[src/sv/fbl_pkg.sv]
// Shared definitions for the fallback budget ledger: status codes, register
// indexes, field widths and a small helper function. No dependencies.
`timescale 1ns / 1ps
`default_nettype none

package fbl_pkg;

	// Field widths fixed by the item layout.
	localparam int unsigned REASON_W = 8;
	localparam int unsigned PC_W     = 64;
	localparam int unsigned CNT_W    = 32;
	localparam int unsigned BLK_W    = 32;
	localparam int unsigned INS_W    = 48;
	localparam int unsigned CFG_W    = 48;
	localparam int unsigned CFG_IDX_W = 2;

	// Default number of refusal reasons.
	localparam int unsigned REASONS_DEF = 8;

	// Input item: tdata = reason, refusal_pc, executed_pc, executed_count.
	localparam int unsigned S_DATA_W = 168;
	// Result item: tdata = status, next_limit, blocks_used, instructions_used.
	localparam int unsigned M_DATA_W = 120;

	// Result status codes.
	typedef enum logic [2:0] {
		ST_OK             = 3'd0,
		ST_BAD_REASON     = 3'd1,
		ST_BLOCKS_SPENT   = 3'd2,
		ST_INSNS_SPENT    = 3'd3,
		ST_PC_MISMATCH    = 3'd4,
		ST_ZERO_COUNT     = 3'd5,
		ST_PER_BLOCK_OVER = 3'd6,
		ST_TOTAL_OVER     = 3'd7
	} status_t;

	// Item kinds carried on tuser.
	localparam logic OP_CHECK  = 1'b0;
	localparam logic OP_RECORD = 1'b1;

	// Configuration register indexes.
	localparam logic [CFG_IDX_W-1:0] CFG_BLOCK_BUDGET    = 2'd0;
	localparam logic [CFG_IDX_W-1:0] CFG_TOTAL_BUDGET    = 2'd1;
	localparam logic [CFG_IDX_W-1:0] CFG_PER_BLOCK_LIMIT = 2'd2;

	// Write to the per-reason counter store.
	typedef struct packed {
		logic             we;
		logic [BLK_W-1:0] blocks;
		logic [INS_W-1:0] insns;
	} rs_wr_t;

	// Block counters stop at all ones instead of wrapping.
	function automatic logic [BLK_W-1:0] sat_inc(input logic [BLK_W-1:0] v);
		sat_inc = (&v) ? v : v + BLK_W'(1);
	endfunction

endpackage

`default_nettype wire

[src/sv/fbl_reason_store.sv]
// Per-reason block and instruction counters for the fallback budget ledger.
// One write and one registered read per cycle; depends on fbl_pkg.
`timescale 1ns / 1ps
`default_nettype none

module fbl_reason_store #(
	parameter int unsigned REASONS = fbl_pkg::REASONS_DEF,
	parameter int unsigned IDX_W   = (REASONS > 1) ? $clog2(REASONS) : 1
) (
	input  wire logic                     clk,
	input  wire logic                     arst_n,
	input  wire logic                     rd_en,
	input  wire logic [IDX_W-1:0]         rd_idx,
	output logic      [fbl_pkg::BLK_W-1:0] rd_blocks,
	output logic      [fbl_pkg::INS_W-1:0] rd_insns,
	input  wire logic [IDX_W-1:0]         wr_idx,
	input  wire fbl_pkg::rs_wr_t          wr
);

	logic [fbl_pkg::BLK_W-1:0] blocks_mem [REASONS];
	logic [fbl_pkg::INS_W-1:0] insns_mem  [REASONS];
	logic [REASONS-1:0]        valid_q;

	// Entry valid bits: an entry never written reads as zero.
	always_ff @(posedge clk or negedge arst_n) begin
		if (!arst_n) begin
			valid_q <= '0;
		end else if (wr.we) begin
			valid_q[wr_idx] <= 1'b1;
		end
	end

	// Counter storage.
	always_ff @(posedge clk) begin
		if (wr.we) begin
			blocks_mem[wr_idx] <= wr.blocks;
			insns_mem[wr_idx]  <= wr.insns;
		end
	end

	// Registered read; a write to the same entry in the same cycle is forwarded
	// so that back-to-back items of one reason see each other's update.
	always_ff @(posedge clk) begin
		if (rd_en) begin
			if (wr.we && (wr_idx == rd_idx)) begin
				rd_blocks <= wr.blocks;
				rd_insns  <= wr.insns;
			end else if (valid_q[rd_idx]) begin
				rd_blocks <= blocks_mem[rd_idx];
				rd_insns  <= insns_mem[rd_idx];
			end else begin
				rd_blocks <= '0;
				rd_insns  <= '0;
			end
		end
	end

endmodule

`default_nettype wire

[src/sv/fbl_ledger.sv]
// Budget registers, total counters and the per-item decision of the fallback
// budget ledger. Depends on fbl_pkg.
`timescale 1ns / 1ps
`default_nettype none

module fbl_ledger #(
	parameter int unsigned REASONS = fbl_pkg::REASONS_DEF
) (
	input  wire logic                          clk,
	input  wire logic                          arst_n,
	input  wire logic                          cfg_we,
	input  wire logic [fbl_pkg::CFG_IDX_W-1:0] cfg_index,
	input  wire logic [fbl_pkg::CFG_W-1:0]     cfg_data,
	input  wire logic                          go,
	input  wire logic                          op,
	input  wire logic [fbl_pkg::REASON_W-1:0]  reason,
	input  wire logic [fbl_pkg::PC_W-1:0]      refusal_pc,
	input  wire logic [fbl_pkg::PC_W-1:0]      executed_pc,
	input  wire logic [fbl_pkg::CNT_W-1:0]     executed_count,
	input  wire logic [fbl_pkg::BLK_W-1:0]     rd_blocks,
	input  wire logic [fbl_pkg::INS_W-1:0]     rd_insns,
	output fbl_pkg::status_t                   status,
	output logic      [fbl_pkg::CNT_W-1:0]     next_limit,
	output logic      [fbl_pkg::BLK_W-1:0]     blocks_used,
	output logic      [fbl_pkg::INS_W-1:0]     instructions_used,
	output fbl_pkg::rs_wr_t                    wr
);

	logic [fbl_pkg::BLK_W-1:0] block_budget_q;
	logic [fbl_pkg::INS_W-1:0] total_budget_q;
	logic [fbl_pkg::CNT_W-1:0] per_block_limit_q;
	logic [fbl_pkg::BLK_W-1:0] block_count_q;
	logic [fbl_pkg::INS_W-1:0] insn_total_q;

	logic                      reason_ok;
	logic [fbl_pkg::INS_W:0]   total_sum;
	logic                      commit;
	logic [fbl_pkg::BLK_W-1:0] block_count_nx;
	logic [fbl_pkg::INS_W-1:0] insn_total_nx;
	logic [fbl_pkg::INS_W-1:0] remaining;

	// Configuration registers; writes beyond the list are ignored.
	always_ff @(posedge clk or negedge arst_n) begin
		if (!arst_n) begin
			block_budget_q    <= '0;
			total_budget_q    <= '0;
			per_block_limit_q <= '0;
		end else if (cfg_we) begin
			unique case (cfg_index)
				fbl_pkg::CFG_BLOCK_BUDGET:    block_budget_q    <= cfg_data[fbl_pkg::BLK_W-1:0];
				fbl_pkg::CFG_TOTAL_BUDGET:    total_budget_q    <= cfg_data;
				fbl_pkg::CFG_PER_BLOCK_LIMIT: per_block_limit_q <= cfg_data[fbl_pkg::CNT_W-1:0];
				default: ;
			endcase
		end
	end

	// Decision, in the order the checks take priority.
	assign reason_ok = ({1'b0, reason} < (fbl_pkg::REASON_W + 1)'(REASONS));
	assign total_sum = {1'b0, insn_total_q} + (fbl_pkg::INS_W + 1)'(executed_count);

	always_comb begin
		priority if (!reason_ok) begin
			status = fbl_pkg::ST_BAD_REASON;
		end else if (op == fbl_pkg::OP_CHECK) begin
			priority if (block_count_q >= block_budget_q)
				status = fbl_pkg::ST_BLOCKS_SPENT;
			else if (insn_total_q >= total_budget_q)
				status = fbl_pkg::ST_INSNS_SPENT;
			else
				status = fbl_pkg::ST_OK;
		end else if (executed_pc != refusal_pc) begin
			status = fbl_pkg::ST_PC_MISMATCH;
		end else if (executed_count == '0) begin
			status = fbl_pkg::ST_ZERO_COUNT;
		end else if (executed_count > per_block_limit_q) begin
			status = fbl_pkg::ST_PER_BLOCK_OVER;
		end else if (total_sum > {1'b0, total_budget_q}) begin
			status = fbl_pkg::ST_TOTAL_OVER;
		end else begin
			status = fbl_pkg::ST_OK;
		end
	end

	// A record item that passes every check counts.
	assign commit = (op == fbl_pkg::OP_RECORD) && (status == fbl_pkg::ST_OK);

	assign block_count_nx = commit ? fbl_pkg::sat_inc(block_count_q) : block_count_q;
	assign insn_total_nx  = commit ? total_sum[fbl_pkg::INS_W-1:0] : insn_total_q;

	// Limit for the next block, taken after this item's update.
	assign remaining = total_budget_q - insn_total_nx;
	always_comb begin
		if (insn_total_nx >= total_budget_q) begin
			next_limit = '0;
		end else if ({16'b0, per_block_limit_q} < remaining) begin
			next_limit = per_block_limit_q;
		end else begin
			next_limit = remaining[fbl_pkg::CNT_W-1:0];
		end
	end

	assign blocks_used       = block_count_nx;
	assign instructions_used = insn_total_nx;

	// Per-reason update goes to the store.
	assign wr.we     = go && commit;
	assign wr.blocks = fbl_pkg::sat_inc(rd_blocks);
	assign wr.insns  = rd_insns + fbl_pkg::INS_W'(executed_count);

	// Total counters.
	always_ff @(posedge clk or negedge arst_n) begin
		if (!arst_n) begin
			block_count_q <= '0;
			insn_total_q  <= '0;
		end else if (go) begin
			block_count_q <= block_count_nx;
			insn_total_q  <= insn_total_nx;
		end
	end

endmodule

`default_nettype wire

[src/sv/fallback_budget_ledger.sv]
// Top level of the fallback budget ledger: input stage, result register and
// the ledger and per-reason store. Depends on fbl_pkg, fbl_ledger, fbl_reason_store.
`timescale 1ns / 1ps
`default_nettype none

// The ledger takes one item per clock cycle while not stalled and returns one
// result item for each. An item is registered on entry (the per-reason store
// is read at the same time), and once the result register is free the ledger
// decides its status, updates the counters and loads the result register;
// throughput is set by that single update per cycle. The input stays ready
// while a result waits as long as the input stage is free or moving on. The
// user must write budgets through the configuration port only while no item
// is in flight (not enforced). All counters and budgets reset to zero.

module fallback_budget_ledger #(
	parameter int unsigned REASONS = fbl_pkg::REASONS_DEF
) (
	input  wire logic                          clk,
	input  wire logic                          arst_n,
	// Configuration write port.
	input  wire logic                          cfg_we,
	input  wire logic [fbl_pkg::CFG_IDX_W-1:0] cfg_index,
	input  wire logic [fbl_pkg::CFG_W-1:0]     cfg_data,
	// Input items.
	input  wire logic                          s_tvalid,
	output logic                               s_tready,
	// reason[7:0], refusal_pc[71:8], executed_pc[135:72], executed_count[167:136]
	input  wire logic [fbl_pkg::S_DATA_W-1:0]  s_tdata,
	// op[0]
	input  wire logic                          s_tuser,
	// Result items.
	output logic                               m_tvalid,
	input  wire logic                          m_tready,
	// status[2:0], next_limit[34:3], blocks_used[66:35],
	// instructions_used[114:67], zero[119:115]
	output logic      [fbl_pkg::M_DATA_W-1:0]  m_tdata
);

	localparam int unsigned IDX_W = (REASONS > 1) ? $clog2(REASONS) : 1;

	logic                            valid_s1;
	logic                            op_s1;
	logic [fbl_pkg::REASON_W-1:0]    reason_s1;
	logic [fbl_pkg::PC_W-1:0]        rpc_s1;
	logic [fbl_pkg::PC_W-1:0]        epc_s1;
	logic [fbl_pkg::CNT_W-1:0]       cnt_s1;

	logic                            out_free;
	logic                            go;
	logic                            s_accept;
	logic [fbl_pkg::BLK_W-1:0]       rd_blocks;
	logic [fbl_pkg::INS_W-1:0]       rd_insns;
	fbl_pkg::rs_wr_t                 wr;
	fbl_pkg::status_t                status;
	logic [fbl_pkg::CNT_W-1:0]       next_limit;
	logic [fbl_pkg::BLK_W-1:0]       blocks_used;
	logic [fbl_pkg::INS_W-1:0]       instructions_used;
	logic                            out_valid_q;
	logic [fbl_pkg::M_DATA_W-1:0]    out_data_q;

	// Handshake: the stage moves on when the result register is free.
	assign out_free = !out_valid_q || m_tready;
	assign go       = valid_s1 && out_free;
	assign s_tready = !valid_s1 || out_free;
	assign s_accept = s_tvalid && s_tready;

	// Input stage.
	always_ff @(posedge clk or negedge arst_n) begin
		if (!arst_n) begin
			valid_s1 <= 1'b0;
		end else if (s_tready) begin
			valid_s1 <= s_tvalid;
		end
	end

	always_ff @(posedge clk) begin
		if (s_accept) begin
			op_s1     <= s_tuser;
			reason_s1 <= s_tdata[7:0];
			rpc_s1    <= s_tdata[71:8];
			epc_s1    <= s_tdata[135:72];
			cnt_s1    <= s_tdata[167:136];
		end
	end

	fbl_reason_store #(
		.REASONS (REASONS),
		.IDX_W   (IDX_W)
	) u_store (
		.clk       (clk),
		.arst_n    (arst_n),
		.rd_en     (s_accept),
		.rd_idx    (s_tdata[IDX_W-1:0]),
		.rd_blocks (rd_blocks),
		.rd_insns  (rd_insns),
		.wr_idx    (reason_s1[IDX_W-1:0]),
		.wr        (wr)
	);

	fbl_ledger #(
		.REASONS (REASONS)
	) u_ledger (
		.clk               (clk),
		.arst_n            (arst_n),
		.cfg_we            (cfg_we),
		.cfg_index         (cfg_index),
		.cfg_data          (cfg_data),
		.go                (go),
		.op                (op_s1),
		.reason            (reason_s1),
		.refusal_pc        (rpc_s1),
		.executed_pc       (epc_s1),
		.executed_count    (cnt_s1),
		.rd_blocks         (rd_blocks),
		.rd_insns          (rd_insns),
		.status            (status),
		.next_limit        (next_limit),
		.blocks_used       (blocks_used),
		.instructions_used (instructions_used),
		.wr                (wr)
	);

	// Result register.
	always_ff @(posedge clk or negedge arst_n) begin
		if (!arst_n) begin
			out_valid_q <= 1'b0;
		end else if (out_free) begin
			out_valid_q <= valid_s1;
		end
	end

	always_ff @(posedge clk) begin
		if (go) begin
			out_data_q <= {5'b0, instructions_used, blocks_used, next_limit, status};
		end
	end

	assign m_tvalid = out_valid_q;
	assign m_tdata  = out_data_q;

endmodule

`default_nettype wire

[config.mk]
export PLATFORM = sky130hd
export DESIGN_NAME = fallback_budget_ledger
export DESIGN_NICKNAME = d
export VERILOG_FILES = /design/src/sv/fbl_pkg.sv /design/src/sv/fbl_reason_store.sv /design/src/sv/fbl_ledger.sv /design/src/sv/fallback_budget_ledger.sv
export SDC_FILE = /design/constraint.sdc
export NUM_CORES = 1
export LEC_CHECK = 0
export ABC_AREA = 1
export CAP_MARGIN = 20
export CORE_UTILIZATION = 50
export DETAILED_ROUTE_END_ITERATION = 6
export DONT_BUFFER_PORTS = 1
export GPL_TIMING_DRIVEN = 0
export PLACE_DENSITY = 0.66
export SETUP_SLACK_MARGIN = 0.3
export SLEW_MARGIN = 20
export SYNTH_ARGS = -nofsm -noshare
export SYNTH_HDL_FRONTEND = slang
export SYNTH_SLANG_ARGS = --single-unit
[constraint.sdc]
create_clock -name clk -period 7.1 [get_ports clk]
set_input_delay 1.065 -clock clk [delete_from_list [all_inputs] [get_ports clk]]
set_output_delay 1.065 -clock clk [all_outputs]
set_load 0.1 [all_outputs]
## Yosys cells after proc, flatten, opt, wreduce, memory -nomap -nowiden

Cells that the tools add are included.

- Bits in latches: 0
- Memories kept: 0
- Memory bits (writable): 0
- Output and inout port bits: 122
- Logic and storage cells: 53
- Memory bits (read-only): 0
- Register bits after elaboration: 478

- Reductions and logical operators: 14
- Eq/ne operators: 3
- Multiplexer cells: 12
- Shift operators: 0
- Multiply operators: 0
- $add $sub $neg: 3
- Order comparisons: 7
- Bitwise logic cells: 0
- Div/mod/pow operators: 0

Operator list:

| kind | count |
|---|---|
| greater-or-equal comparator 48 bit | 2 |
| two-way mux 32 bit | 3 |
| != test 64 bit | 1 |
| adder 48 x 32 -> 49 bit | 1 |
| > comparator 49 x 48 -> 1 bit | 1 |
| < comparator 32 x 48 -> 1 bit | 1 |
| two-way mux 48 bit | 1 |
| subtractor 48 bit | 1 |
| adder 32 x 1 -> 32 bit, second input constant | 1 |
| greater-or-equal comparator 32 bit | 1 |
| > comparator 32 bit | 1 |
| zero test 32 bit | 1 |
| AND reduction 32 bit | 1 |
| two-way mux 3 bit | 7 |
| < comparator 8 x 4 -> 1 bit, second input constant | 1 |
| AND reduction 2 bit | 3 |
| logical AND 1 bit | 3 |
| zero test 3 bit | 1 |
| equality test 2 x 1 -> 1 bit, second input constant | 1 |
| equality test 2 bit, second input constant | 1 |
| zero test 1 bit | 2 |
| zero test 2 bit | 1 |
| logical OR 1 bit | 2 |
| two-way mux 2 bit | 1 |

## Longest topological paths before layout

Gate-level depths: netlist (run 1).

- Word-level depth: 14
- Depth in mapped cells: 62
- Depth with buffers taken out: 60

## Hierarchy

From an unflattened synthesis (run 1), not the netlist that was laid out.

- Cells, all modules: 7208
- Area, all modules: 64504.4 um^2

By module, submodules not included:

| module | instances | area an instance (um^2) | sequential area each (um^2) | cells each |
|---|---|---|---|---|
| fbl_reason_store | 1 | 31801.8 | 21820.9 | 3175 |
| fbl_ledger | 1 | 24038.1 | 4804.6 | 3731 |
| fallback_budget_ledger | 1 | 8664.6 | 8578.2 | 302 |

## Least setup slack after synthesis (run 1)

OpenSTA, ideal clock, no wires.

- Kind: register -> register
- Start: register cnt_s1[0] (netlist bit)
- End: register out_data_q, in the netlist m_tdata[3] (data pin)
- Buffers on the path: 2
- Cell stages (with the launch flop): 59
- Arrival time: 7.300 ns
- Data required time: 6.847 ns
- Setup slack: -0.453 ns
- Path through: edfxtp_1 ha_1 inv_1 fa_1 o21ai_2 nand3_1 nand2_1 nand3_1 nand2_1 nand2_1 nand2_2 inv_1 nor3_1 nand3_1 xor2_1 inv_1 ha_1 nand2_1 [23 not listed] nand2_1 nand2_1 nand2_1 a21oi_1 xor2_1 ha_1 nand2_1 nor2_1 nand4_1 nor4_1 a21oi_1 a21oi_1 nand2_1 nor2_4 nand3_4 buf_6 nor2_1 nor2_1

- Word-level cells in the longest chain between the ends: 14
- Elaborated cells between the ends (all ways): 17
- Classes of those cells: add/sub: 2; order compare: 4; mux: 8; reduce/logical: 3

Ends and longest elaborated chain:

| item | line | RTL |
|---|---|---|
| start: declaration | fallback_budget_ledger.sv:46 | `logic [fbl_pkg::CNT_W-1:0] cnt_s1;` |
| start signal: assignment | fallback_budget_ledger.sv:82 | `cnt_s1 <= s_tdata[167:136];` |
| adder 48 x 32 -> 49 bit | fbl_ledger.sv:60 | `assign total_sum = {1'b0, insn_total_q} + (fbl_pkg::INS_W + 1)'(executed_count);` |
| > comparator 49 x 48 -> 1 bit | fbl_ledger.sv:78 | `end else if (total_sum > {1'b0, total_budget_q}) begin` |
| two-way mux 3 bit | fbl_ledger.sv:78 |  |
| two-way mux 3 bit | fbl_ledger.sv:76 | `end else if (executed_count > per_block_limit_q) begin` |
| two-way mux 3 bit | fbl_ledger.sv:74 | `end else if (executed_count == '0) begin` |
| two-way mux 3 bit | fbl_ledger.sv:72 | `end else if (executed_pc != refusal_pc) begin` |
| two-way mux 3 bit | fbl_ledger.sv:65 | `end else if (op == fbl_pkg::OP_CHECK) begin` |
| two-way mux 3 bit | fbl_ledger.sv:63 | `priority if (!reason_ok) begin` |
| zero test 3 bit | fbl_ledger.sv:86 | `assign commit = (op == fbl_pkg::OP_RECORD) && (status == fbl_pkg::ST_OK);` |
| logical AND 1 bit | fbl_ledger.sv:86 |  |
| two-way mux 48 bit (*) | fbl_ledger.sv:89 | `assign insn_total_nx = commit ? total_sum[fbl_pkg::INS_W-1:0] : insn_total_q;` |
| net instructions_used (one bit) | fallback_budget_ledger.sv:57 | `logic [fbl_pkg::INS_W-1:0] instructions_used;` |
| subtractor 48 bit | fbl_ledger.sv:92 | `assign remaining = total_budget_q - insn_total_nx;` |
| < comparator 32 x 48 -> 1 bit | fbl_ledger.sv:96 | `end else if ({16'b0, per_block_limit_q} < remaining) begin` |
| two-way mux 32 bit | fbl_ledger.sv:96 |  |
| end signal: assignment | fallback_budget_ledger.sv:134 | `out_data_q <= {5'b0, instructions_used, blocks_used, next_limit, status};` |
| end: declaration | fallback_budget_ledger.sv:59 | `logic [fbl_pkg::M_DATA_W-1:0] out_data_q;` |

The timed path passes the listed nets; every way through them passes the cells marked *.
A chain may end at the register's enable or synchronous reset.

## Worst setup path in the final report (run 1)

- Start: register cnt_s1[27] (netlist bit)
- End: register out_data_q, in the netlist m_tdata[3] (data pin)

- Word-level cells in the longest chain between the ends: 14
- Elaborated cells between the ends (all ways): 17
- Classes of those cells: add/sub: 2; order compare: 4; mux: 8; reduce/logical: 3

Ends and longest elaborated chain:

| item | line |
|---|---|
| adder 48 x 32 -> 49 bit | fbl_ledger.sv:60 |
| > comparator 49 x 48 -> 1 bit | fbl_ledger.sv:78 |
| two-way mux 3 bit | fbl_ledger.sv:78 |
| two-way mux 3 bit | fbl_ledger.sv:76 |
| two-way mux 3 bit | fbl_ledger.sv:74 |
| two-way mux 3 bit | fbl_ledger.sv:72 |
| two-way mux 3 bit | fbl_ledger.sv:65 |
| two-way mux 3 bit | fbl_ledger.sv:63 |
| zero test 3 bit | fbl_ledger.sv:86 |
| logical AND 1 bit | fbl_ledger.sv:86 |
| two-way mux 48 bit (*) | fbl_ledger.sv:89 |
| subtractor 48 bit | fbl_ledger.sv:92 |
| < comparator 32 x 48 -> 1 bit | fbl_ledger.sv:96 |
| two-way mux 32 bit | fbl_ledger.sv:96 |

Every way passes the cells marked *; elsewhere a longest branch is shown, timed or not.

==> results of run 1 <==
-- cells in the mapped netlist (all sizes together) (13+ instances only) --
cell    instances  share of area, %
nand2         993                13
nand3b         28              0.69
xnor2          71               2.0
a21o           14              0.35
inv           518               6.4
o211ai         13              0.34
nand3         196               3.3
ha            272                11
a31oi          25              0.51
nor2          311               3.9
o21ai         201               3.3
dfrtp         194                16
a21oi         206               3.5
edfxtp        281                28
nor3           39              0.66
clkbuf         36              0.44
nand4          78               1.6
nor4           33              0.70
xor2           86               2.5
buf            51              0.94
-- per-stage QoR --
stage	total power [W]	cells	setup TNS (ns)	setup WS [ns]	util, %
detailed placement	0.0115	4489	-97.36	-3.26	52.4
finish	0.0162	4715	-43.31	-1.42	60.5
CTS	0.0152	4670	-50.65	-1.62	58.6
global route	0.0171	4714	-54.97	-1.75	60.5
global placement	0.0115	4485	-162.74	-3.23	52.3
floorplan	0.00957	3703	-0.0126	-0.0126	-
-- layer usage --
layer	vias up	track usage [%]	part of all wire (%)
met5	-	0	0
met4	0	11.3	4.0
met3	193	6.20	9.5
met2	1268	50.0	44
met1	12600	45.0	42
li1	12600	-	-
-- cell families after synthesis --
logic type	Yosys count	synth area share [%]
compound gates	485	8.65
fa+ha+maj	274	11.3
simple gates	1701	23.9
buf+inv	606	7.80
flops	475	43.7
other cells	1	0.0123
xor+xnor	157	4.53
-- timing repair --
action	4_1_cts	5_1_grt
cloned	2	2
setup buffers	83	42
pin swaps	69	106
resized for setup	264	200
setup endpoints to repair	32	32
hold endpoints to repair	0	0
-- cell type report --
cell class,instances,area [sq um],area share [%]
tap,782,978,2.68
sequential,475,13300,36.5
multi-input combinational,2622,16800,46.0
buffer,87,551,1.51
clock inverter,35,424,1.16
clock buffer,61,1370,3.75
timing repair buffer,133,1130,3.09
inverter,519,1970,5.39
antenna,1,2.50,0.00686
-- flip-flops by register name, indices dropped and copies added (netlist names) --
register and flops:
valid_s1 1, u_ledger.block_budget_q 32, reason_s1 5, m_tdata 115, op_s1 1, rpc_s1 64
epc_s1 64, u_ledger.total_budget_q 48, u_ledger.insn_total_q 48, u_ledger.block_count_q 32, cnt_s1 32, u_ledger.per_block_limit_q 32
m_tvalid 1
-- power by group --
group / switching, W / internal, W
Sequential: 0.00153 / 0.00351
Combinational: 0.00521 / 0.00306
Clock: 0.00120 / 0.00165
-- critical path, delay by kind of cell (launching register included) --
kind / cells / cell delay, ns
AND/OR/NAND/NOR: 35 / 4.11
XOR/XNOR: 2 / 0.32
buffers and inverters: 9 / 1.09
adder cells (fa/ha/maj): 4 / 1.27
flip-flops: 1 / 0.54
AO/OA/AOI/OAI: 7 / 1.00
-- final timing paths --
path / start / end / slack (ns) / cells after the start
max: cnt_s1[27] / m_tdata[3] / -1.42 / 57
min: arst_n / u_ledger.per_block_limit_q[29] / 0.14 / 0
max reg2reg: cnt_s1[27] / m_tdata[3] / -1.42 / 57
min reg2reg: u_ledger.block_budget_q[3] / u_ledger.block_budget_q[3] / 0.49 / 2
max in group asynchronous: arst_n / u_ledger.insn_total_q[47] / 6.19 / 0
min in group clk: u_ledger.block_budget_q[3] / u_ledger.block_budget_q[3] / 0.49 / 2
==> run_results.csv, run 1 <==
group,metric,value,unit
outcome,status,"finished with violations",
outcome,violations,"setup timing",
cells_and_area,fin_nets,4388,
clock_network,h-tree-depth,2,
grt,antenna_found_initial,2,
placed_design,gp_congestion,1.01,
clock_network,cts_buffer_depth,3,
pwr,peakVddDrop,232,uV
timing,finalCritPeriodShare,120,%
setup_path,cp-end-kind,"flip-flop",
die,start_util,50.4,%
grt,grt_pass1_vias,24700,
setup_path,crit_arrival,9.00,ns
clock_network,cts_root_buffer,"clkbuf_16",
timing,skew,0.0375,ns
clock_network,clk_latency,0.64,ns
die,die_width,249,microns
timing,slew_violations,0,
timing,tightest_slew,1.09,ns
cells_and_area,drive_above_1_share,17.4,%
cells_and_area,layout_common_cells,"869 x nand2_1, 453 x inv_1, 281 x edfxtp_1, 241 x nor2_1, 218 x ha_1",
setup_path,crit_required,7.58,ns
timing,max_freq,117,MHz
setup_path,path_max_fanout,5,
yosys,yosysWarnings,0,
yosys,synth_seq_cells,475,
yosys,syn_area,30400,sq um
yosys,ys_types,54,
timing,finalSetupViolCount,32,
grt,grt_use_total,32.2,%
timing,hold_slack,0.145,ns
pwr,leakage,16.7,nW
min_path,hp-class,"in2async",
drt,wire_per_inst,21.6,microns
clock_network,path_clk_slew,0.06,ns
cells_and_area,area_growth,20.0,%
die,core_region_area,60200,sq um
setup_path,cpMostUsedCell,"nand2_2",
timing,rsz0062_at_grt,"true",
cells_and_area,layout_commonest_cell,"nand2_1",
die,die-area,61800,sq um
drt,vias,26700,
die,io_pins,346,
drt,drt.antenna.violating_nets,0,
setup_path,critical_path.slowest_cell,"edfxtp_1",
die,rows,90,
yosys,synth_area_per_cell,8.21,sq um
setup_path,critPathMaxStageDelay,0.54,ns
yosys,ys_seq_area_share,43.7,%
yosys,synth_enable_flop_cells,281,
drt,vias_per_cell,5.66,
grt,grt_max_degree,195,
setup_path,worstSetupStartpointType,"flip-flop",
timing,finalHoldViolCount,0,
placed_design,port_buffers,0,
clock_network,tritoncts,"yes",
drt,drcViolationCount,0,
grt,grt-ovfl-total,0,
clock_network,cts_made_buffers,52,
clock_network,hold_buffers,0,
cells_and_area,final_cell_area,36500,sq um
yosys,async_flop_share,40.8,%
timing,slew_headroom,27.2,%
grt,grt_pass1_wl,150000,microns
timing,period_minus_slack,8.52,ns
placed_design,dp_hpwl,79300,microns
die,die_h,249,microns
clock_network,cts_sinks,475,
drt,drt-initial-drc-count,2500,
setup_path,critical_path_class,"reg2reg",
pwr,p_per_area,443,nW/um^2
cells_and_area,fillers,5267,
job,drv_cap,0,
placed_design,placed_cell_area,31600,sq um
yosys,synth_cells,3699,
yosys,synthFlopType,"edfxtp_1",
drt,routed_wl,102000,microns
timing,setup_ws,-1.42,ns
drt,first_pass_iters,6,
Note: power is estimated with default switching activity, not from simulation.
==> run 2, diff against run 1 <==
--- a/config.mk
+++ b/config.mk
@@ -8,6 +8,7 @@
 export ABC_AREA = 1
 export CAP_MARGIN = 20
 export CORE_UTILIZATION = 50
+export CTS_BUF_LIST = sky130_fd_sc_hd__clkbuf_8
 export DETAILED_ROUTE_END_ITERATION = 6
 export DONT_BUFFER_PORTS = 1
 export GPL_TIMING_DRIVEN = 0
==> run 2 against run 1 <==
Effect of this change:
- the flow finishes with violations (DRC, setup timing)
- total power down 1.9%
- non-clock buffer count up 9
- setup slack better by 0.011 ns
- cell area down 0.30%
- clock skew up 0.017 ns
- first-iteration DRC count up 2.3%
- via count up 0.64%
- largest power group unchanged
==> run_results.csv, run 2 (synthesized netlist as in run 1, its figures left out) <==
group,metric,value,unit
pwr,p_per_area,436,nW/um^2
clock_network,clk_latency,0.73,ns
die,die_width,249,microns
drt,routed_wl,103000,microns
timing,period_minus_slack,8.51,ns
timing,slew_headroom,27.3,%
drt,drt-initial-drc-count,2558,
pwr,peakVddDrop,209,uV
placed_design,dp_hpwl,79300,microns
clock_network,path_clk_slew,0.06,ns
cells_and_area,layout_commonest_cell,"nand2_1",
timing,max_freq,117,MHz
drt,drt.antenna.violating_nets,0,
cells_and_area,drive_above_1_share,17.8,%
setup_path,path_max_fanout,7,
placed_design,dp_worst_setup_slack,-3.26,ns
cells_and_area,fin_nets,4428,
timing,finalHoldViolCount,0,
timing,rsz0062_at_grt,"true",
grt,grt_max_degree,195,
clock_network,h-tree-depth,3,
cells_and_area,largest_reg_flops,115,
drt,vias,26900,
pwr,leakage,16.8,nW
placed_design,port_buffers,0,
outcome,violations,"DRC, setup timing",
timing,setup_ws,-1.41,ns
timing,slew_violations,0,
grt,grt_pass1_wl,151000,microns
cells_and_area,layout_common_cells,"882 x nand2_1, 478 x inv_1, 281 x edfxtp_1, 251 x nor2_1, 214 x ha_1",
setup_path,crit_arrival,8.96,ns
clock_network,cts_made_buffers,83,
timing,hold_slack,0.0790,ns
placed_design,gp_congestion,1.01,
setup_path,critPathMaxStageDelay,0.47,ns
min_path,hp-class,"in2async",
setup_path,cp-end-kind,"flip-flop",
drt,wire_per_inst,21.5,microns
outcome,status,"finished with violations",
die,rows,90,
die,start_util,50.4,%
die,die_h,249,microns
cells_and_area,utilization,60.3,%
timing,finalSetupViolCount,32,
drt,vias_per_cell,5.62,
cells_and_area,area_growth,19.6,%
grt,grt-ovfl-total,0,
setup_path,critical_path.slowest_cell,"edfxtp_1",
timing,finalCritPeriodShare,120,%
setup_path,crit_required,7.55,ns
cells_and_area,instances_no_fill,4783,
timing,tightest_slew,1.09,ns
clock_network,cts_buffer_depth,3,
setup_path,cpMostUsedCell,"nand2_1",
setup_path,critical_path_class,"reg2reg",
cells_and_area,fillers,5278,
placed_design,placed_cells,4489,
clock_network,cts_sinks,475,
timing,skew,0.0544,ns
clock_network,hold_buffers,0,
clock_network,tritoncts,"yes",
clock_network,cts_root_buffer,"clkbuf_8",
drt,first_pass_iters,7,
grt,antenna_found_initial,2,
die,die-area,61800,sq um
drt,drcViolationCount,2,
job,drv_cap,0,
grt,grt_pass1_vias,25100,
setup_path,worstSetupStartpointType,"flip-flop",
grt,grt_use_total,32.6,%
die,io_pins,346,
die,core_region_area,60200,sq um
## run 2: what timing repair did
item                       CTS  global route
cloned                       2             0
pin swaps                   68            74
gates resized for setup    259           176
setup buffers               77            59
setup endpoints to repair   32            32
## run 2: layout make-up
| type | instances | area (sq um) | area share, % |
|---|---|---|---|
| repair buffers | 142 | 1220 | 3.37 |
| diodes | 1 | 2.50 | 0.00688 |
| clock inverters | 65 | 387 | 1.06 |
| clock buffers | 90 | 1240 | 3.41 |
| multi-input cells | 2622 | 16700 | 46.0 |
| inverters | 519 | 1960 | 5.39 |
| plain buffers | 87 | 557 | 1.53 |
| well taps | 782 | 978 | 2.69 |
| flip-flops and latches | 475 | 13300 | 36.6 |
## run 2: final timing paths
kind	endpoint	startpoint	cells after the start	slack [ns]
hold reg to reg	u_ledger.block_budget_q[3]	u_ledger.block_budget_q[3]	2	0.49
max in group asynchronous	u_ledger.insn_total_q[42]	arst_n	0	6.36
hold / removal	u_ledger.per_block_limit_q[30]	arst_n	0	0.08
min in group clk	cnt_s1[16]	s_tdata[152]	0	0.42
setup reg to reg	m_tdata[3]	cnt_s1[8]	57	-1.41
setup / recovery	m_tdata[3]	cnt_s1[8]	57	-1.41
## run 2: worst max-delay path: cells and delay by family, from the launching register on
family,cells,cell delay [ns]
compound gates,11,1.72
xor+xnor,2,0.36
fa+ha+maj,4,1.15
buf+inv,10,1.09
simple gates,30,3.43
flops,1,0.47
## run 2: routing by layer
metal  vias to the layer above  wire [microns]  track usage (%)  share of wire [%]
met1                     12600           42900             44.7                 42
met4                         2            4570             14.1                4.4
met3                       240           10100             6.91                9.8
li1                      12700               -                -                  -
met5                         -              11                0              0.011
met2                      1283           45400             49.8                 44
## run 2: power by group
group | switching (W) | total, W | internal, W
Sequential | 0.00153 | 0.00504 | 0.00351
Clock | 0.00124 | 0.00251 | 0.00127
Combinational | 0.00520 | 0.00831 | 0.00311
## run 2: metrics by stage
stage,total power [W],instance area (sq um),setup TNS (ns)
2_1_floorplan,0.00957,30500,-0.0126
3_3_place_gp,0.0115,31500,-162.74
3_5_place_dp,0.0115,31600,-97.36
4_1_cts,0.0149,35000,-50.59
5_1_grt,0.0168,36400,-54.98
6_report,0.0159,36400,-43.58
